--- config.mk ---
export PLATFORM = sky130hd
export DESIGN_NAME = artnet_packet_filter_unit
export DESIGN_NICKNAME = d
export VERILOG_FILES = /design/src/rtl/core/apf_pkg.sv /design/src/rtl/core/apf_parser.sv /design/src/rtl/core/apf_seq_table.sv /design/src/rtl/core/apf_verdict.sv /design/src/rtl/core/artnet_packet_filter_unit.sv
export SDC_FILE = /design/constraint.sdc
export NUM_CORES = 1
export LEC_CHECK = 0
export ABC_AREA = 1
export BUFFER_PORTS_ARGS = -buffer_cell sky130_fd_sc_hd__buf_2
export CAP_MARGIN = 20
export CORE_MARGIN = 5
export CORE_UTILIZATION = 63
export CTS_CLUSTER_SIZE = 8
export DETAILED_ROUTE_END_ITERATION = 7
export PLACE_DENSITY = 0.92
export SYNTH_ARGS = -nofsm -noshare
export SYNTH_HDL_FRONTEND = slang
export SYNTH_HIERARCHICAL = 1
export SYNTH_SLANG_ARGS = --single-unit
--- constraint.sdc ---
create_clock -name clk -period 13.45 [get_ports clk]
set_clock_uncertainty 0.1 [all_clocks]
set_input_delay 2.0175 -clock clk [delete_from_list [all_inputs] [get_ports clk]]
set_output_delay 2.0175 -clock clk [all_outputs]
set_load 0.05 [all_outputs]
--- src/rtl/core/apf_pkg.sv ---
// Shared types, constants and helpers for the Art-Net packet filter.
// Used by every module in rtl/core; depends on nothing else.
package apf_pkg;

  localparam int UNIVERSES_DEF = 4;

  // Byte offsets inside the Art-Net payload
  localparam logic [4:0] ID_LEN      = 5'd8;
  localparam logic [4:0] POS_OP_LO   = 5'd8;
  localparam logic [4:0] POS_OP_HI   = 5'd9;
  localparam logic [4:0] POS_SEQ     = 5'd12;
  localparam logic [4:0] POS_SUBUNI  = 5'd14;
  localparam logic [4:0] POS_NET     = 5'd15;
  localparam logic [4:0] POS_LEN_HI  = 5'd16;
  localparam logic [4:0] POS_LEN_LO  = 5'd17;
  localparam logic [4:0] POS_SAT     = 5'd18;
  localparam logic [4:0] BASE_LEN    = 5'd10;
  localparam logic [4:0] DMX_HDR_LEN = 5'd18;

  localparam logic [15:0] OP_POLL    = 16'h2000;
  localparam logic [15:0] OP_DMX     = 16'h5000;
  localparam logic [15:0] OP_ADDRESS = 16'h6000;
  localparam logic [15:0] OP_INPUT   = 16'h7000;

  localparam logic [7:0]  WRAP_HIGH = 8'(8'hFF - 1 - 8'h0F);
  localparam logic [7:0]  WRAP_LOW  = 8'(8'h0F + 1);
  localparam logic [15:0] MAX_DMX   = 16'd512;

  // Configuration register indexes
  localparam logic REG_NODE_NET    = 1'b0;
  localparam logic REG_NODE_SUBNET = 1'b1;

  typedef enum logic [1:0] {
    ST_OK      = 2'd0,
    ST_BAD_LEN = 2'd1,
    ST_BAD_ID  = 2'd2,
    ST_BAD_OP  = 2'd3
  } status_t;

  typedef enum logic [1:0] {
    ACT_NONE    = 2'd0,
    ACT_POLL    = 2'd1,
    ACT_DELIVER = 2'd2,
    ACT_DROP    = 2'd3
  } action_t;

  typedef struct packed {
    logic [7:0]  packet_byte;
    logic        last_byte;
    logic [31:0] remote_ip;
    logic [15:0] remote_port;
  } apf_in_t;

  typedef struct packed {
    logic [1:0]  status;
    logic [1:0]  action;
    logic [3:0]  universe;
    logic [9:0]  dmx_length;
    logic [31:0] reply_ip;
    logic [15:0] reply_port;
  } apf_out_t;

  // Packet summary at the last byte; ACT_DELIVER here means "passed
  // the filters, sequence and length still to check"
  typedef struct packed {
    status_t     status;
    action_t     act;
    logic [3:0]  uni;
    logic [7:0]  seq;
    logic [15:0] len;
    logic [31:0] ip;
    logic [15:0] port;
  } apf_sum_t;

  typedef struct packed {
    logic       en;
    logic [3:0] addr;
    logic [7:0] data;
  } tbl_wr_t;

  function automatic logic [7:0] id_byte(input logic [2:0] idx);
    logic [7:0] b;
    unique case (idx)
      3'd0:    b = 8'h41;
      3'd1:    b = 8'h72;
      3'd2:    b = 8'h74;
      3'd3:    b = 8'h2D;
      3'd4:    b = 8'h4E;
      3'd5:    b = 8'h65;
      3'd6:    b = 8'h74;
      default: b = 8'h00;
    endcase
    return b;
  endfunction

endpackage

--- src/rtl/core/apf_parser.sv ---
// Header parser: counts payload bytes, checks the ID and captures header fields.
// Produces the packet summary for the byte being accepted. Depends on apf_pkg.
module apf_parser #(
  parameter int UNIVERSES = apf_pkg::UNIVERSES_DEF
) (
  input  logic              clk,
  input  logic              rst_n,
  input  logic              in_accept,
  input  apf_pkg::apf_in_t  in_data,
  input  logic [6:0]        cfg_net,
  input  logic [3:0]        cfg_subnet,
  output apf_pkg::apf_sum_t sum
);
  import apf_pkg::*;

  logic [4:0]  pos_r, pos_nxt;
  logic        id_ok_r, id_ok_nxt;
  logic [7:0]  op_lo_r, op_hi_r, seq_r, subuni_r, net_r, len_hi_r, len_lo_r;
  logic [31:0] ip_r;
  logic [15:0] port_r;

  logic [7:0]  b;
  logic [15:0] op_now, len_now;
  logic [7:0]  seq_now, subuni_now, net_now;
  logic [31:0] ip_now;
  logic [15:0] port_now;
  logic [4:0]  total;
  logic        uni_ok;

  assign b = in_data.packet_byte;

  always_comb begin
    if (pos_r < ID_LEN) begin
      id_ok_nxt = id_ok_r & (b == id_byte(pos_r[2:0]));
    end else begin
      id_ok_nxt = id_ok_r;
    end
    if (in_data.last_byte) begin
      pos_nxt = '0;
    end else if (pos_r < POS_SAT) begin
      pos_nxt = pos_r + 5'd1;
    end else begin
      pos_nxt = pos_r;
    end
  end

  always_ff @(posedge clk) begin
    if (!rst_n) begin
      pos_r   <= '0;
      id_ok_r <= 1'b1;
    end else if (in_accept) begin
      pos_r   <= pos_nxt;
      id_ok_r <= in_data.last_byte ? 1'b1 : id_ok_nxt;
    end
  end

  always_ff @(posedge clk) begin
    if (in_accept) begin
      if (pos_r == '0) begin
        ip_r   <= in_data.remote_ip;
        port_r <= in_data.remote_port;
      end
      if (pos_r == POS_OP_LO)  op_lo_r  <= b;
      if (pos_r == POS_OP_HI)  op_hi_r  <= b;
      if (pos_r == POS_SEQ)    seq_r    <= b;
      if (pos_r == POS_SUBUNI) subuni_r <= b;
      if (pos_r == POS_NET)    net_r    <= b;
      if (pos_r == POS_LEN_HI) len_hi_r <= b;
      if (pos_r == POS_LEN_LO) len_lo_r <= b;
    end
  end

  // Field values including the byte in flight
  always_comb begin
    op_now     = {(pos_r == POS_OP_HI)  ? b : op_hi_r,
                  (pos_r == POS_OP_LO)  ? b : op_lo_r};
    len_now    = {(pos_r == POS_LEN_HI) ? b : len_hi_r,
                  (pos_r == POS_LEN_LO) ? b : len_lo_r};
    seq_now    = (pos_r == POS_SEQ)    ? b : seq_r;
    subuni_now = (pos_r == POS_SUBUNI) ? b : subuni_r;
    net_now    = (pos_r == POS_NET)    ? b : net_r;
    ip_now     = (pos_r == '0) ? in_data.remote_ip   : ip_r;
    port_now   = (pos_r == '0) ? in_data.remote_port : port_r;
    total      = pos_r + 5'd1;
    uni_ok     = {1'b0, subuni_now[3:0]} < 5'(UNIVERSES);
  end

  always_comb begin
    sum        = '0;
    sum.status = ST_OK;
    sum.act    = ACT_NONE;
    sum.uni    = subuni_now[3:0];
    sum.seq    = seq_now;
    sum.len    = len_now;
    priority if (total < BASE_LEN) begin
      sum.status = ST_BAD_LEN;
    end else if (!id_ok_nxt) begin
      sum.status = ST_BAD_ID;
    end else if (op_now == OP_POLL || op_now == OP_ADDRESS || op_now == OP_INPUT) begin
      sum.act  = ACT_POLL;
      sum.ip   = ip_now;
      sum.port = port_now;
    end else if (op_now == OP_DMX) begin
      if (total < DMX_HDR_LEN || net_now != {1'b0, cfg_net} ||
          subuni_now[7:4] != cfg_subnet || !uni_ok) begin
        sum.act = ACT_DROP;
      end else begin
        sum.act = ACT_DELIVER;
      end
    end else begin
      sum.status = ST_BAD_OP;
    end
  end

endmodule

--- src/rtl/core/apf_seq_table.sv ---
// Per-universe last-sequence memory: one read and one write port, registered read.
// Valid bits make unwritten entries read as zero; forwards a same-edge write.
// Depends on apf_pkg.
module apf_seq_table #(
  parameter int UNIVERSES = apf_pkg::UNIVERSES_DEF,
  parameter int AW        = (UNIVERSES > 1) ? $clog2(UNIVERSES) : 1
) (
  input  logic            clk,
  input  logic            rst_n,
  input  logic            rd_en,
  input  logic [AW-1:0]   rd_addr,
  input  apf_pkg::tbl_wr_t wr,
  output logic [7:0]      rd_data
);
  import apf_pkg::*;

  logic [7:0]           mem [0:UNIVERSES-1];
  logic [UNIVERSES-1:0] vld_r;
  logic [7:0]           rd_q_r;
  logic                 rd_vld_r;
  logic [AW-1:0]        wr_addr;

  assign wr_addr = wr.addr[AW-1:0];

  always_ff @(posedge clk) begin
    if (wr.en) begin
      mem[wr_addr] <= wr.data;
    end
  end

  always_ff @(posedge clk) begin
    if (!rst_n) begin
      vld_r <= '0;
    end else if (wr.en) begin
      vld_r[wr_addr] <= 1'b1;
    end
  end

  always_ff @(posedge clk) begin
    if (!rst_n) begin
      rd_vld_r <= 1'b0;
    end else if (rd_en) begin
      if (wr.en && wr_addr == rd_addr) begin
        rd_vld_r <= 1'b1;
      end else begin
        rd_vld_r <= vld_r[rd_addr];
      end
    end
  end

  always_ff @(posedge clk) begin
    if (rd_en) begin
      rd_q_r <= (wr.en && wr_addr == rd_addr) ? wr.data : mem[rd_addr];
    end
  end

  assign rd_data = rd_vld_r ? rd_q_r : 8'd0;

endmodule

--- src/rtl/core/apf_verdict.sv ---
// Decision stage: holds the packet summary while the sequence entry is read,
// applies the sequence and length rules, writes back and registers the result.
// Depends on apf_pkg.
module apf_verdict (
  input  logic              clk,
  input  logic              rst_n,
  input  logic              load,
  input  apf_pkg::apf_sum_t sum,
  input  logic [7:0]        rd_data,
  output apf_pkg::tbl_wr_t  tbl_wr,
  output logic              busy,
  output logic              out_valid,
  input  logic              out_stall,
  output apf_pkg::apf_out_t out_data
);
  import apf_pkg::*;

  logic     s1_vld_r;
  apf_sum_t s1_r;
  logic     s1_adv;
  logic     out_vld_r;
  apf_out_t out_r;
  apf_out_t res;
  logic     seq_wr, drop;

  assign s1_adv = s1_vld_r && (!out_vld_r || !out_stall);
  // Hold the input while a finished word cannot move on
  assign busy   = s1_vld_r && !s1_adv;

  always_ff @(posedge clk) begin
    if (!rst_n) begin
      s1_vld_r <= 1'b0;
    end else if (load) begin
      s1_vld_r <= 1'b1;
    end else if (s1_adv) begin
      s1_vld_r <= 1'b0;
    end
  end

  always_ff @(posedge clk) begin
    if (load) begin
      s1_r <= sum;
    end
  end

  always_comb begin
    seq_wr = 1'b0;
    drop   = 1'b0;
    if (s1_r.seq != 8'd0) begin
      if (s1_r.seq <= WRAP_LOW && rd_data >= WRAP_HIGH) begin
        seq_wr = 1'b1;
      end else if (rd_data > s1_r.seq) begin
        drop = 1'b1;
      end else begin
        seq_wr = 1'b1;
      end
    end
    if (s1_r.len > MAX_DMX) begin
      drop = 1'b1;
    end

    res            = '0;
    res.status     = s1_r.status;
    res.action     = s1_r.act;
    res.reply_ip   = s1_r.ip;
    res.reply_port = s1_r.port;
    if (s1_r.act == ACT_DELIVER) begin
      if (drop) begin
        res.action = ACT_DROP;
      end else begin
        res.universe   = s1_r.uni;
        res.dmx_length = s1_r.len[9:0];
      end
    end
  end

  always_comb begin
    tbl_wr.en   = s1_adv && (s1_r.act == ACT_DELIVER) && seq_wr;
    tbl_wr.addr = s1_r.uni;
    tbl_wr.data = s1_r.seq;
  end

  always_ff @(posedge clk) begin
    if (!rst_n) begin
      out_vld_r <= 1'b0;
    end else if (s1_adv) begin
      out_vld_r <= 1'b1;
    end else if (!out_stall) begin
      out_vld_r <= 1'b0;
    end
  end

  always_ff @(posedge clk) begin
    if (s1_adv) begin
      out_r <= res;
    end
  end

  assign out_valid = out_vld_r;
  assign out_data  = out_r;

endmodule

--- src/rtl/core/artnet_packet_filter_unit.sv ---
// Art-Net packet filter: one payload byte per cycle, one result word per packet.
// The last byte loads the decision stage, which then registers the result word.
// Throughput: 1 byte per cycle; the input stalls only while the decision stage
// holds a word behind a stalled output register.
// Reset (synchronous, rst_n low): byte count and ID flag restart, node registers
// clear, sequence table entries read as zero through per-entry valid bits.
module artnet_packet_filter_unit #(
  parameter int UNIVERSES = apf_pkg::UNIVERSES_DEF
) (
  input  logic              clk,
  input  logic              rst_n,
  input  logic              in_valid,
  output logic              in_stall,
  input  apf_pkg::apf_in_t  in_data,
  output logic              out_valid,
  input  logic              out_stall,
  output apf_pkg::apf_out_t out_data,
  input  logic              cfg_we,
  input  logic              cfg_index,
  input  logic [6:0]        cfg_wdata
);
  import apf_pkg::*;

  localparam int AW = (UNIVERSES > 1) ? $clog2(UNIVERSES) : 1;

  logic [6:0] node_net_r;
  logic [3:0] node_subnet_r;
  logic       in_accept, busy, load;
  apf_sum_t   sum;
  tbl_wr_t    tbl_wr;
  logic [7:0] rd_data;

  always_ff @(posedge clk) begin
    if (!rst_n) begin
      node_net_r    <= '0;
      node_subnet_r <= '0;
    end else if (cfg_we) begin
      unique case (cfg_index)
        REG_NODE_NET:    node_net_r    <= cfg_wdata;
        REG_NODE_SUBNET: node_subnet_r <= cfg_wdata[3:0];
        default:         node_net_r    <= node_net_r;
      endcase
    end
  end

  assign in_stall  = busy;
  assign in_accept = in_valid && !busy;
  assign load      = in_accept && in_data.last_byte;

  apf_parser #(.UNIVERSES(UNIVERSES)) u_parser (
    .clk        (clk),
    .rst_n      (rst_n),
    .in_accept  (in_accept),
    .in_data    (in_data),
    .cfg_net    (node_net_r),
    .cfg_subnet (node_subnet_r),
    .sum        (sum)
  );

  apf_seq_table #(.UNIVERSES(UNIVERSES), .AW(AW)) u_seq_table (
    .clk     (clk),
    .rst_n   (rst_n),
    .rd_en   (load),
    .rd_addr (sum.uni[AW-1:0]),
    .wr      (tbl_wr),
    .rd_data (rd_data)
  );

  apf_verdict u_verdict (
    .clk       (clk),
    .rst_n     (rst_n),
    .load      (load),
    .sum       (sum),
    .rd_data   (rd_data),
    .tbl_wr    (tbl_wr),
    .busy      (busy),
    .out_valid (out_valid),
    .out_stall (out_stall),
    .out_data  (out_data)
  );

`ifndef ASSERT_OFF
  a_deliver_ok: assert property (@(posedge clk) disable iff (!rst_n)
    out_valid && out_data.action == ACT_DELIVER |->
      out_data.status == ST_OK && out_data.dmx_length <= 10'd512)
    else $error("delivered DMX with bad status or length");

  a_reply_only_poll: assert property (@(posedge clk) disable iff (!rst_n)
    out_valid && out_data.action != ACT_POLL |->
      out_data.reply_ip == '0 && out_data.reply_port == '0)
    else $error("reply address on a non-poll result");

  a_write_has_result: assert property (@(posedge clk) disable iff (!rst_n)
    tbl_wr.en |=> out_valid &&
      (out_data.action == ACT_DELIVER || out_data.action == ACT_DROP))
    else $error("sequence write without a DMX result");

  a_busy_after_load: assert property (@(posedge clk) disable iff (!rst_n)
    in_stall |-> $past(load) || $past(in_stall))
    else $error("input stalled with no packet in the decision stage");
`endif

endmodule
## Word level (Yosys, flattened, before mapping)

Memories as Yosys holds them, arrays and structs flattened. A register that Yosys moved wholly into a read port is not among the register bits.
Cells that the tools add are included.
W data, S select, Z words.

| storage, ports and cells | value |
|---|---|
| bits in writable memories | 32 |
| memories | 1 |
| bits in registers | 274 |
| word-level logic and storage cells | 151 |

Memories:

| memory | words | width | rd ports | clocked after Yosys merged registers in | write ports | line | source |
|---|---|---|---|---|---|---|---|
| u_seq_table.mem | 4 | 8 | 1 | 1 | 1 | apf_seq_table.sv:17 | `logic [7:0] mem [0:UNIVERSES-1];` |

| operators by class | value |
|---|---|
| $add $sub $neg | 1 |
| equality and inequality tests | 23 |
| reductions and logical operators | 33 |
| bitwise gates (word level) | 7 |
| $lt $le $gt $ge | 12 |
| multiplexer cells | 43 |

Operator list:

| kind | count |
|---|---|
| $mux W8 | 9 |
| $eq A16 B15 Y1 const B | 3 |
| $pmux W7 S6 | 1 |
| $mux W16 | 2 |
| $mux W32 | 1 |
| $eq A5 B4 Y1 const B | 5 |
| $mux W1 | 21 |
| $eq A16 B14 Y1 const B | 1 |
| $gt A16 B10 Y1 const B | 1 |
| $mux W14 | 1 |
| $eq A5 B5 Y1 const B | 2 |
| $lt A5 B4 Y1 const B | 2 |
| $lt A5 B5 Y1 const B | 2 |
| $mux W5 | 2 |
| $eq A3 B3 Y1 const B | 3 |
| $logic_and A1 B1 Y1 | 9 |
| $eq A8 B8 Y1 | 1 |
| $ge A8 B8 Y1 const B | 1 |
| $gt A8 B8 Y1 | 1 |
| $le A8 B5 Y1 const B | 1 |
| $mux W2 | 4 |
| $ne A8 B7 Y1 | 1 |
| $reduce_bool A8 Y1 | 1 |
| $eq A3 B2 Y1 const B | 2 |
| 23 further kinds | 42 |

## Longest topological paths before layout

Gate-level depths: netlist of the first run.

| logic depth | value |
|---|---|
| depth after elaboration | 9 |
| gate-level depth with buffers | 18 |
| mapped depth without buffers | 17 |

## Hierarchy

The synthesis of the first run kept the hierarchy.

Modules (own cells, without submodules):

| module | cells each | times used | seq. area each (um^2) | area an instance (um^2) |
|---|---|---|---|---|
| apf_parser | 737 | 1 | 3243.1 | 5983.2 |
| apf_verdict | 263 | 1 | 4424.2 | 5069.9 |
| apf_seq_table | 186 | 1 | 1301.2 | 1946.9 |
| artnet_packet_filter_unit | 67 | 1 | 220.2 | 460.4 |

## Least setup slack after synthesis of the first run

Ideal clock, no wire load.

| path | value |
|---|---|
| path kind | input -> register |
| start point | in out_stall |
| end point | reg u_seq_table.rd_q_r[0], read port of u_seq_table.mem (enable) |
| data arrival time | 8.999 ns |
| path slack | 3.680 ns |
| setup time | 0.671 ns |
| cell stages on the path | 3 |
| cell sequence | nand2_1 > nor2_1 > nor3b_1 |

| on the way | value |
|---|---|
| longest elaborated chain between the ends | 8 |

Ends and longest elaborated chain:

| element | line | source |
|---|---|---|
| from (decl) | artnet_packet_filter_unit.sv:16 | `input logic out_stall,` |
| $logic_not A1 Y1 | apf_verdict.sv:26 | `assign s1_adv = s1_vld_r && (!out_vld_r \|\| !out_stall);` |
| $logic_or A1 B1 Y1 | apf_verdict.sv:26 |  |
| $logic_and A1 B1 Y1 | apf_verdict.sv:26 |  |
| $logic_not A1 Y1 | apf_verdict.sv:28 | `assign busy = s1_vld_r && !s1_adv;` |
| $logic_and A1 B1 Y1 | apf_verdict.sv:28 |  |
| net in_stall | artnet_packet_filter_unit.sv:13 | `output logic in_stall,` |
| $logic_not A1 Y1 | artnet_packet_filter_unit.sv:47 | `assign in_accept = in_valid && !busy;` |
| $logic_and A1 B1 Y1 | artnet_packet_filter_unit.sv:47 |  |
| $logic_and A1 B1 Y1 | artnet_packet_filter_unit.sv:48 | `assign load = in_accept && in_data.last_byte;` |
| net load | artnet_packet_filter_unit.sv:28 | `logic in_accept, busy, load;` |
| to (decl) | apf_seq_table.sv:19 | `logic [7:0] rd_q_r;` |

The timed path passes the listed nets, and every way through them passes these cells.
A chain may end at the register's enable or synchronous reset.

## Final worst setup path of the first run

| path | value |
|---|---|
| start point | in out_stall |
| end point | out in_stall |

| on the way | value |
|---|---|
| longest elaborated chain between the ends | 5 |

Ends and longest elaborated chain:

| element | line |
|---|---|
| $logic_not A1 Y1 | apf_verdict.sv:26 |
| $logic_or A1 B1 Y1 | apf_verdict.sv:26 |
| $logic_and A1 B1 Y1 | apf_verdict.sv:26 |
| $logic_not A1 Y1 | apf_verdict.sv:28 |
| $logic_and A1 B1 Y1 | apf_verdict.sv:28 |
| to (decl) | artnet_packet_filter_unit.sv:13 |

Every way passes these cells.

==> results of run 1 <==
routing by layer:
layer | track usage (%) | vias to the layer above | routed length, um
li1 | - | 4339 | -
met1 | 30.7 | 4364 | 11400
met2 | 41.7 | 477 | 15300
met3 | 4.77 | 104 | 2160
met4 | 11.8 | 0 | 1340
met5 | 0 | - | 0
layout make-up:
class / count / area (um^2)
clock buffer: 61 / 1190
clock inverter: 4 / 47.5
fill: 1287 / 5510
inverter: 222 / 833
multi-input combinational: 670 / 3160
sequential: 314 / 9190
tap: 275 / 344
timing repair buffer: 145 / 746
worst max-delay path, cell delays in order:
cell and delay [ns]:
buf_2 0.11, nand2_1 0.07, nor2_1 0.38, buf_2 0.36
path summary, 6_finish.rpt:
kind,from,to,depth (start not counted)
setup reg to reg,u_parser/pos_r[0],u_seq_table/rd_q_r[7],13
setup / recovery,out_stall,in_stall,4
hold / removal,u_verdict/res[2],u_verdict/out_data[2],0
hold reg to reg,u_verdict/res[2],u_verdict/out_data[2],0
flip-flops by register name, indices dropped and copies added, names as in the netlist, 8 cells and up:
signal	cells
u_verdict/res	50
u_parser/len_hi_r	8
u_parser/net_r	8
u_parser/seq_r	8
u_parser/len_lo_r	8
u_verdict/s1_r	18
u_parser/op_hi_r	8
u_seq_table/mem	32
u_verdict/tbl_wr	12
u_parser/ip_r	32
u_verdict/out_data	66
u_seq_table/rd_q_r	8
u_parser/op_lo_r	8
u_parser/port_r	16
u_parser/subuni_r	8
stage by stage:
step | power [W] | worst slack, ns | hold slack (ns) | utilization (%)
2_1_floorplan | 0.00126 | 3.68 | 0.300 | -
3_3_place_gp | 0.00129 | 8.39 | 0.300 | 67.9
3_5_place_dp | 0.00130 | 8.39 | 0.305 | 67.9
4_1_cts | 0.00229 | 8.38 | 0.313 | 73.8
5_1_grt | 0.00237 | 8.34 | 0.320 | 73.8
6_report | 0.00228 | 8.40 | 0.310 | 73.8
power by group through the flow:
stage	logic, W	registers [W]	clock network [W]
2_1_floorplan	0.0000892	0.00117	0
6_report	0.000155	0.00114	0.000990
3_5_place_dp	0.000150	0.00115	0
4_1_cts	0.000155	0.00114	0.00100
5_1_grt	0.000172	0.00114	0.00106
3_3_place_gp	0.000141	0.00115	0
==> metrics.md, run 1 <==
| Metric | Value |
|---|---|
| Die ar. | `24400 um^2` |
| Detailed placement HPWL | `18500 um` |
| Yosys warnings | `6` |
| CTS Sinks | `314` |
| Commonest non-fill, non-tap cell in the layout | `edfxtp_1` |
| Placed cells | `1626` |
| Max Fclk | `0.198 GHz` |
| Slew at the pin closest to its max-slew limit | `1.07 ns` |
| P_int | `0.00176 W` |
| Worst skew pair latency | `0.54 ns` |
| Kind of critical path | `in2out` |
| Layout Nets | `1484` |
| Vias per cell | `5.49` |
| R2r setup slk | `10.45 ns` |
| Worst Setup Start Kind | `primary input` |
| Synth Cell Area | `13400 um^2` |
| Initial antenna violation count | `0` |
| Chip width | `156 um` |
| Logic pwr share | `6.8%` |
| CTS tree | `yes` |
| Worst-path clk slew | `0.05 ns` |
| CP endpoint kind | `output port` |
| GP Congestion | `0.889` |
| Area grow syn2layout | `15.3%` |
| Synth Net Count | `1337` |
| DP Area | `14300 um^2` |
| First-pass GRT wire length | `47100 um` |
| Final hold violation count | `0` |
| Largest net degree at the start of global routing | `97` |
| Hold Path Class | `reg2reg` |
| Die H | `156 um` |
| CTS Buf Count | `45` |
| Total GRT Usage | `24.6%` |
| Grt total ovfl | `0` |
| Postcts setup bufs | `0` |
| Ports | `138` |
| Worst vdd ir | `0.0918 mV` |
| CTS Buffer Depth | `3` |
| Initial drt markers | `1012` |
| Layout cell share with drive strength beyond 1 | `17.5%` |
| Clock power share | `43.4%` |
| Number of I/O port buffers | `137` |
| Syn Area/Cell | `10.7 um^2` |
| Final instance area | `15500 um^2` |
| H-Tree Level Count | `2` |
| Routed Antenna Nets | `0` |
| Cts repair resizes | `0` |
| Slew margin rel. | `29.0%` |
| Most frequent cells in the layout | `290 x edfxtp_1, 272 x nand2_1, 215 x inv_1` |
| Switching power | `0.000517 W` |
| Cells after Synth | `1251` |
| Status | `complete, no violations` |
| Post-DR wirelength/cell | `17.8 um` |
| Period utilization | `37.5%` |
| Final setup fails | `0` |
| Crit path DAT | `2.93 ns` |
| CTS Hold Bufs | `0` |
| Row count | `53` |
| DRC viols | `0` |
| Crit path time final | `5.05 ns` |
| Core area | `21000 um^2` |
| P_leak | `6.73 nW` |
| Critical Path RT | `11.33 ns` |
| Starting Density | `64.0%` |
| Final wirelength | `30200 um` |
| Seq pwr share | `49.8%` |
| Via count | `9284` |
| Fin cells | `1691` |
| Sw Ratio | `22.7%` |
| TritonRoute pass-1 iters | `5` |
| Crit-path max FO | `4` |
| N_diodes | `0` |
| RSZ-0062 raised after global routing | `no` |
| Setup TNS | `0 ns` |
| CTS root buf | `clkbuf_16` |
| Final Max Tran Viols | `0` |
| Max Cap Viol | `0` |
| Vias in the first global route | `9336` |
| PD cells | `147 nW/um^2` |
Power figures use the tool's default switching activity.
==> run 2: changes to the inputs <==
--- a/config.mk
+++ b/config.mk
@@ -9,10 +9,10 @@
 export BUFFER_PORTS_ARGS = -buffer_cell sky130_fd_sc_hd__buf_2
 export CAP_MARGIN = 20
 export CORE_MARGIN = 5
-export CORE_UTILIZATION = 63
+export CORE_UTILIZATION = 59
 export CTS_CLUSTER_SIZE = 8
 export DETAILED_ROUTE_END_ITERATION = 7
-export PLACE_DENSITY = 0.92
+export PLACE_DENSITY = 0.88
 export SYNTH_ARGS = -nofsm -noshare
 export SYNTH_HDL_FRONTEND = slang
 export SYNTH_HIERARCHICAL = 1
==> constraint.sdc (replaced) <==
create_clock -name clk -period 5.2 [get_ports clk]
set_clock_uncertainty 0.1 [all_clocks]
set_input_delay 0.78 -clock clk [delete_from_list [all_inputs] [get_ports clk]]
set_output_delay 0.78 -clock clk [all_outputs]
set_load 0.05 [all_outputs]
==> metrics.md, run 2 (synthesized netlist as in run 1, its figures left out) <==
| Metric | Value |
|---|---|
| Hold Path Class | `reg2reg` |
| Final Max Tran Viols | `0` |
| Filler Cells Inserted | `1523` |
| Grt met2 use | `37.7%` |
| Setup TNS | `0 ns` |
| First-pass GRT wire length | `45300 um` |
| Crit path time final | `3.18 ns` |
| CTS Buffer Depth | `3` |
| Post-DR wirelength/cell | `16.6 um` |
| Final setup fails | `0` |
| PD cells | `378 nW/um^2` |
| Largest net degree at the start of global routing | `67` |
| Register area | `9190 um^2` |
| Grt total ovfl | `0` |
| Critical Path RT | `5.49 ns` |
| Final hold violation count | `0` |
| R2r setup slk | `2.02 ns` |
| Hold_ws | `0.311 ns` |
| Period utilization | `61.2%` |
| Total GRT Usage | `21.6%` |
| Most used cell, CP | `nand2_1` |
| Final core utilization | `68.8%` |
| Worst-path clk slew | `0.05 ns` |
| CTS Sinks | `314` |
| Slew margin rel. | `39.7%` |
| Vias in the first global route | `9090` |
| Via count | `9181` |
| Initial drt markers | `896` |
| Worst vdd ir | `0.278 mV` |
| Vias per cell | `5.40` |
| GR met3 Demand/Resource | `3.98%` |
| Die H | `161 um` |
| Max reg flops | `66` |
| Crit path DAT | `3.48 ns` |
| Max Cap Viol | `0` |
| Chip width | `161 um` |
| Crit-path max FO | `19` |
| Commonest non-fill, non-tap cell in the layout | `edfxtp_1` |
| P_int | `0.00456 W` |
| Final wirelength | `28300 um` |
| Routed Antenna Nets | `0` |
| Crit-path cells | `inv_1 -> ha_1 -> nand2_1 -> inv_1 -> nand2_1 -> o21ai_1 -> buf_4 -> inv_2 -> nand2_1 -> and2_1 -> nand3_1 -> nand2_1` |
| Max Fclk | `0.314 GHz` |
| GP Congestion | `0.942` |
| Most Crowded Layer GR | `met2` |
| Logic pwr share | `6.7%` |
| Row count | `55` |
| Number of I/O port buffers | `137` |
| Cts repair resizes | `0` |
| Slew at the pin closest to its max-slew limit | `0.904 ns` |
| CTS Hold Bufs | `0` |
| Met1 usage | `27.1%` |
| Layout cell share with drive strength beyond 1 | `17.6%` |
| Worst skew pair latency | `0.52 ns` |
| CTS Buf Count | `45` |
| TritonRoute pass-1 iters | `6` |
| Detailed placement HPWL | `18200 um` |
| Sw Ratio | `22.3%` |
| Multi-input logic area | `3170 um^2` |
| Kind of critical path | `reg2reg` |
| Ports | `138` |
| Register bank with the most flops | `u_verdict/out_data` |
| P_leak | `6.73 nW` |
| Area grow syn2layout | `15.5%` |
| Switching power | `0.00131 W` |
| Status | `complete, no violations` |
| Max incr delay on CP | `0.57 ns` |
| CTS tree | `yes` |
| Seq pwr share | `49.9%` |
| Layout Nets | `1485` |
| Die ar. | `25900 um^2` |
| Worst Setup Start Kind | `register` |
| CP endpoint kind | `register` |
| N_diodes | `0` |
| Crit-path slowest cell | `o21ai_1` |
| Core area | `22600 um^2` |
| Initial antenna violation count | `0` |
| DRC viols | `0` |
| CTS root buf | `clkbuf_16` |
| Clock power share | `43.4%` |
| Postcts setup bufs | `0` |
| Starting Density | `59.6%` |
| Most frequent cells in the layout | `290 x edfxtp_1, 272 x nand2_1, 215 x inv_1` |
| H-Tree Level Count | `2` |
| RSZ-0062 raised after global routing | `no` |
## run 2: cell count changes in the layout (fill, tap and decap cells not counted)
cell        previous run  this run
buf_4                  8         9
clkbuf_1              16        15
clkinv_8               2         0
clkinvlp_4             0         1
inv_16                 0         1
inv_4                  1         0
inv_6                  1         2
nor3b_2                1         0
nor3b_4                0         1
## run 2: routing by layer
| layer | share of wire, % | wire length (um) | vias up |
|---|---|---|---|
| met5 | 0 | 0 | - |
| met3 | 7.7 | 2190 | 86 |
| met2 | 50 | 14100 | 448 |
| met4 | 3.4 | 956 | 0 |
| li1 | - | - | 4337 |
| met1 | 39 | 11000 | 4310 |
## run 2: power groups by stage
stage          logic (W)  clock network, W  registers (W)
2_1_floorplan   0.000231                 0        0.00301
3_5_place_dp    0.000384                 0        0.00298
5_1_grt         0.000438           0.00272        0.00294
3_3_place_gp    0.000367                 0        0.00297
6_report        0.000393           0.00255        0.00293
4_1_cts         0.000392           0.00259        0.00293
## run 2: worst paths after layout
check,startpoint,end,cells past startpoint
hold / removal,u_verdict/res[20],u_verdict/out_data[20],0
setup / recovery,u_parser/pos_r[0],u_seq_table/rd_q_r[4],12
hold reg to reg,u_verdict/res[20],u_verdict/out_data[20],0
setup reg to reg,u_parser/pos_r[0],u_seq_table/rd_q_r[4],12
## run 2: final cells by class
cell class                      count  area share (%)
Clock inverter                      4           0.290
Inverter                          222            5.37
Tap cell                          285            2.30
Multi-Input combinational cell    670            20.4
Clock buffer                       60            7.61
Sequential cell                   314            59.2
Timing Repair Buffer              146            4.85
## run 2: metrics by stage
stage	cell area [um^2]	setup slack [ns]	instances	total power, W
6_report	15500	2.02	1701	0.00587
5_1_grt	15500	1.80	1701	0.00610
4_1_cts	15500	2.11	1701	0.00592
3_5_place_dp	14300	2.16	1637	0.00336
3_3_place_gp	14300	2.23	1637	0.00334
2_1_floorplan	13500	0.160	1251	0.00324
## run 2: critical path: cells and delay by family, from the launching register on
family                     cells  cell delay (ns)
AOI/OAI and AO/OA              1             0.57
adders and majority gates      1             0.16
buffers and inverters          4             0.70
DFF                            1             0.35
and+or+nand+nor                6             1.14
==> run 3: changes to the inputs <==
--- a/config.mk
+++ b/config.mk
@@ -5,7 +5,7 @@
 export SDC_FILE = /design/constraint.sdc
 export NUM_CORES = 1
 export LEC_CHECK = 0
-export ABC_AREA = 1
+export ABC_AREA = 0
 export BUFFER_PORTS_ARGS = -buffer_cell sky130_fd_sc_hd__buf_2
 export CAP_MARGIN = 20
 export CORE_MARGIN = 5
==> constraint.sdc (replaced) <==
create_clock -name clk -period 3.2 [get_ports clk]
set_clock_uncertainty 0.1 [all_clocks]
set_input_delay 0.48 -clock clk [delete_from_list [all_inputs] [get_ports clk]]
set_output_delay 0.48 -clock clk [all_outputs]
set_load 0.05 [all_outputs]
==> metrics.md, run 3 <==
| Metric | Value |
|---|---|
| Crit path DAT | `3.18 ns` |
| Worst vdd ir | `0.535 mV` |
| Crit-path max FO | `8` |
| Final core utilization | `69.0%` |
| Vias in the first global route | `8225` |
| Synth Net Count | `940` |
| Hold Path Class | `in2reg` |
| Worst Setup Start Kind | `register` |
| Multi-input logic area | `4110 um^2` |
| Routed Antenna Nets | `0` |
| Reg2reg start | `u_parser/pos_r[0]` |
| Crit path time final | `3.04 ns` |
| Register bank with the most flops | `u_verdict/out_data` |
| Seq pwr share | `49.1%` |
| Synth Cell Area | `13800 um^2` |
| Die ar. | `26600 um^2` |
| Chip width | `163 um` |
| Die H | `163 um` |
| DRC viols | `0` |
| Clock power share | `44.9%` |
| Crit path from | `u_parser/pos_r[0]` |
| Slew margin rel. | `29.9%` |
| Hold_ws | `0.104 ns` |
| P_int | `0.00754 W` |
| Sw Ratio | `21.9%` |
| Final setup fails | `0` |
| CTS root buf | `clkbuf_16` |
| Worst skew pair latency | `0.53 ns` |
| CTS Sinks | `314` |
| Max Cap Viol | `0` |
| CTS Buffer Depth | `3` |
| Layout Nets | `1079` |
| Syn Area/Cell | `16.2 um^2` |
| RSZ-0062 raised after global routing | `no` |
| Max Fclk | `0.329 GHz` |
| Ports | `138` |
| Detailed placement HPWL | `17800 um` |
| Initial drt markers | `701` |
| CTS Hold Bufs | `0` |
| Total GRT Usage | `22.1%` |
| Commonest non-fill, non-tap cell in the layout | `edfxtp_1` |
| Final Max Tran Viols | `0` |
| Final wirelength | `29600 um` |
| P_leak | `5.55 nW` |
| GP Congestion | `0.797` |
| CP endpoint kind | `register` |
| Most frequent cells in the layout | `290 x edfxtp_1, 137 x buf_2, 100 x mux2_2` |
| Register area | `9190 um^2` |
| Layout cell share with drive strength beyond 1 | `42.1%` |
| Final hold violation count | `0` |
| Status | `complete, no violations` |
| First-pass GRT wire length | `45700 um` |
| Initial antenna violation count | `2` |
| CTS tree | `yes` |
| Largest net degree at the start of global routing | `92` |
| Post-DR wirelength/cell | `22.1 um` |
| Vias per cell | `5.92` |
| Worst-path clk slew | `0.05 ns` |
| Setup slack after layout | `0.161 ns` |
| Hold_sp | `cfg_wdata[6]` |
| Via count | `7955` |
| Slew at the pin closest to its max-slew limit | `1.04 ns` |
| Core area | `23300 um^2` |
| Switching power | `0.00211 W` |
| Area grow syn2layout | `16.0%` |
| Max reg flops | `66` |
| Cells after Synth | `854` |
| Kind of critical path | `reg2reg` |
| Period utilization | `95.0%` |
| Grt total ovfl | `0` |
| Yosys warnings | `6` |
| H-Tree Level Count | `2` |
| Starting Density | `59.4%` |
| Row count | `56` |
| TritonRoute pass-1 iters | `5` |
| Number of I/O port buffers | `137` |
| DP Area | `14700 um^2` |
| CTS Buf Count | `45` |
| Filler Cells Inserted | `1476` |
| Final instance area | `16000 um^2` |
| Logic pwr share | `6.0%` |
| Pre-CTS setup slack | `0.0679 ns` |
| Critical Path RT | `3.35 ns` |
| PD cells | `602 nW/um^2` |
==> run 3: area by class of cell <==
type | count | share of cell area, %
Tap cell | 319 | 2.49
Multi-Input combinational cell | 439 | 25.6
Clock buffer | 73 | 7.81
Clock inverter | 3 | 0.281
Sequential cell | 314 | 57.3
Inverter | 32 | 0.749
Antenna cell | 2 | 0.0312
Timing Repair Buffer | 161 | 5.71
==> run 3: power by group through the flow <==
stage	clock [W]	combinational [W]	sequential, W
floorplan	0	0.000347	0.00486
global placement	0	0.000547	0.00480
detailed placement	0	0.000565	0.00481
CTS	0.00440	0.000575	0.00474
global route	0.00459	0.000614	0.00475
finish	0.00434	0.000575	0.00474
==> run 3: final timing paths <==
path,to,slack [ns],cells past startpoint
max reg2reg,u_verdict/s1_r[76],0.16,8
min reg2reg,u_verdict/out_data[4],0.31,0
max,u_verdict/s1_r[76],0.16,8
min,node_net_r[6],0.10,3
==> run 3: worst max-delay path, stage by stage (launching register included) <==
cell	delay, ns
dfxtp_1	0.45
ha_2	0.29
and3_1	0.19
ha_2	0.30
mux2_2	0.39
xor2_1	0.15
a2111oi_1	0.42
nor4bb_4	0.34
a2111oi_2	0.13
==> run 3: layer usage <==
layer	share of wire, %	wire, um	track usage (%)	vias to the layer above
li1	-	-	-	3537
met3	6.3	1860	4.11	74
met2	51	15200	37.1	385
met1	39	11600	28.8	3959
met5	0	0	0	-
met4	3.3	971	8.65	0
==> run 3: per-stage QoR <==
step,power (W),TNS (ns),cells
2_1_floorplan,0.00521,-98.53,854
3_3_place_gp,0.00535,0,1265
3_5_place_dp,0.00538,0,1265
4_1_cts,0.00971,0,1341
5_1_grt,0.00995,0,1343
6_report,0.00965,0,1343
==> run 3: what timing repair did <==
item	4_1_cts	5_1_grt
cloned	0	0
setup endpoints to repair	1	1
setup buffers	0	0
resized for setup	2	3
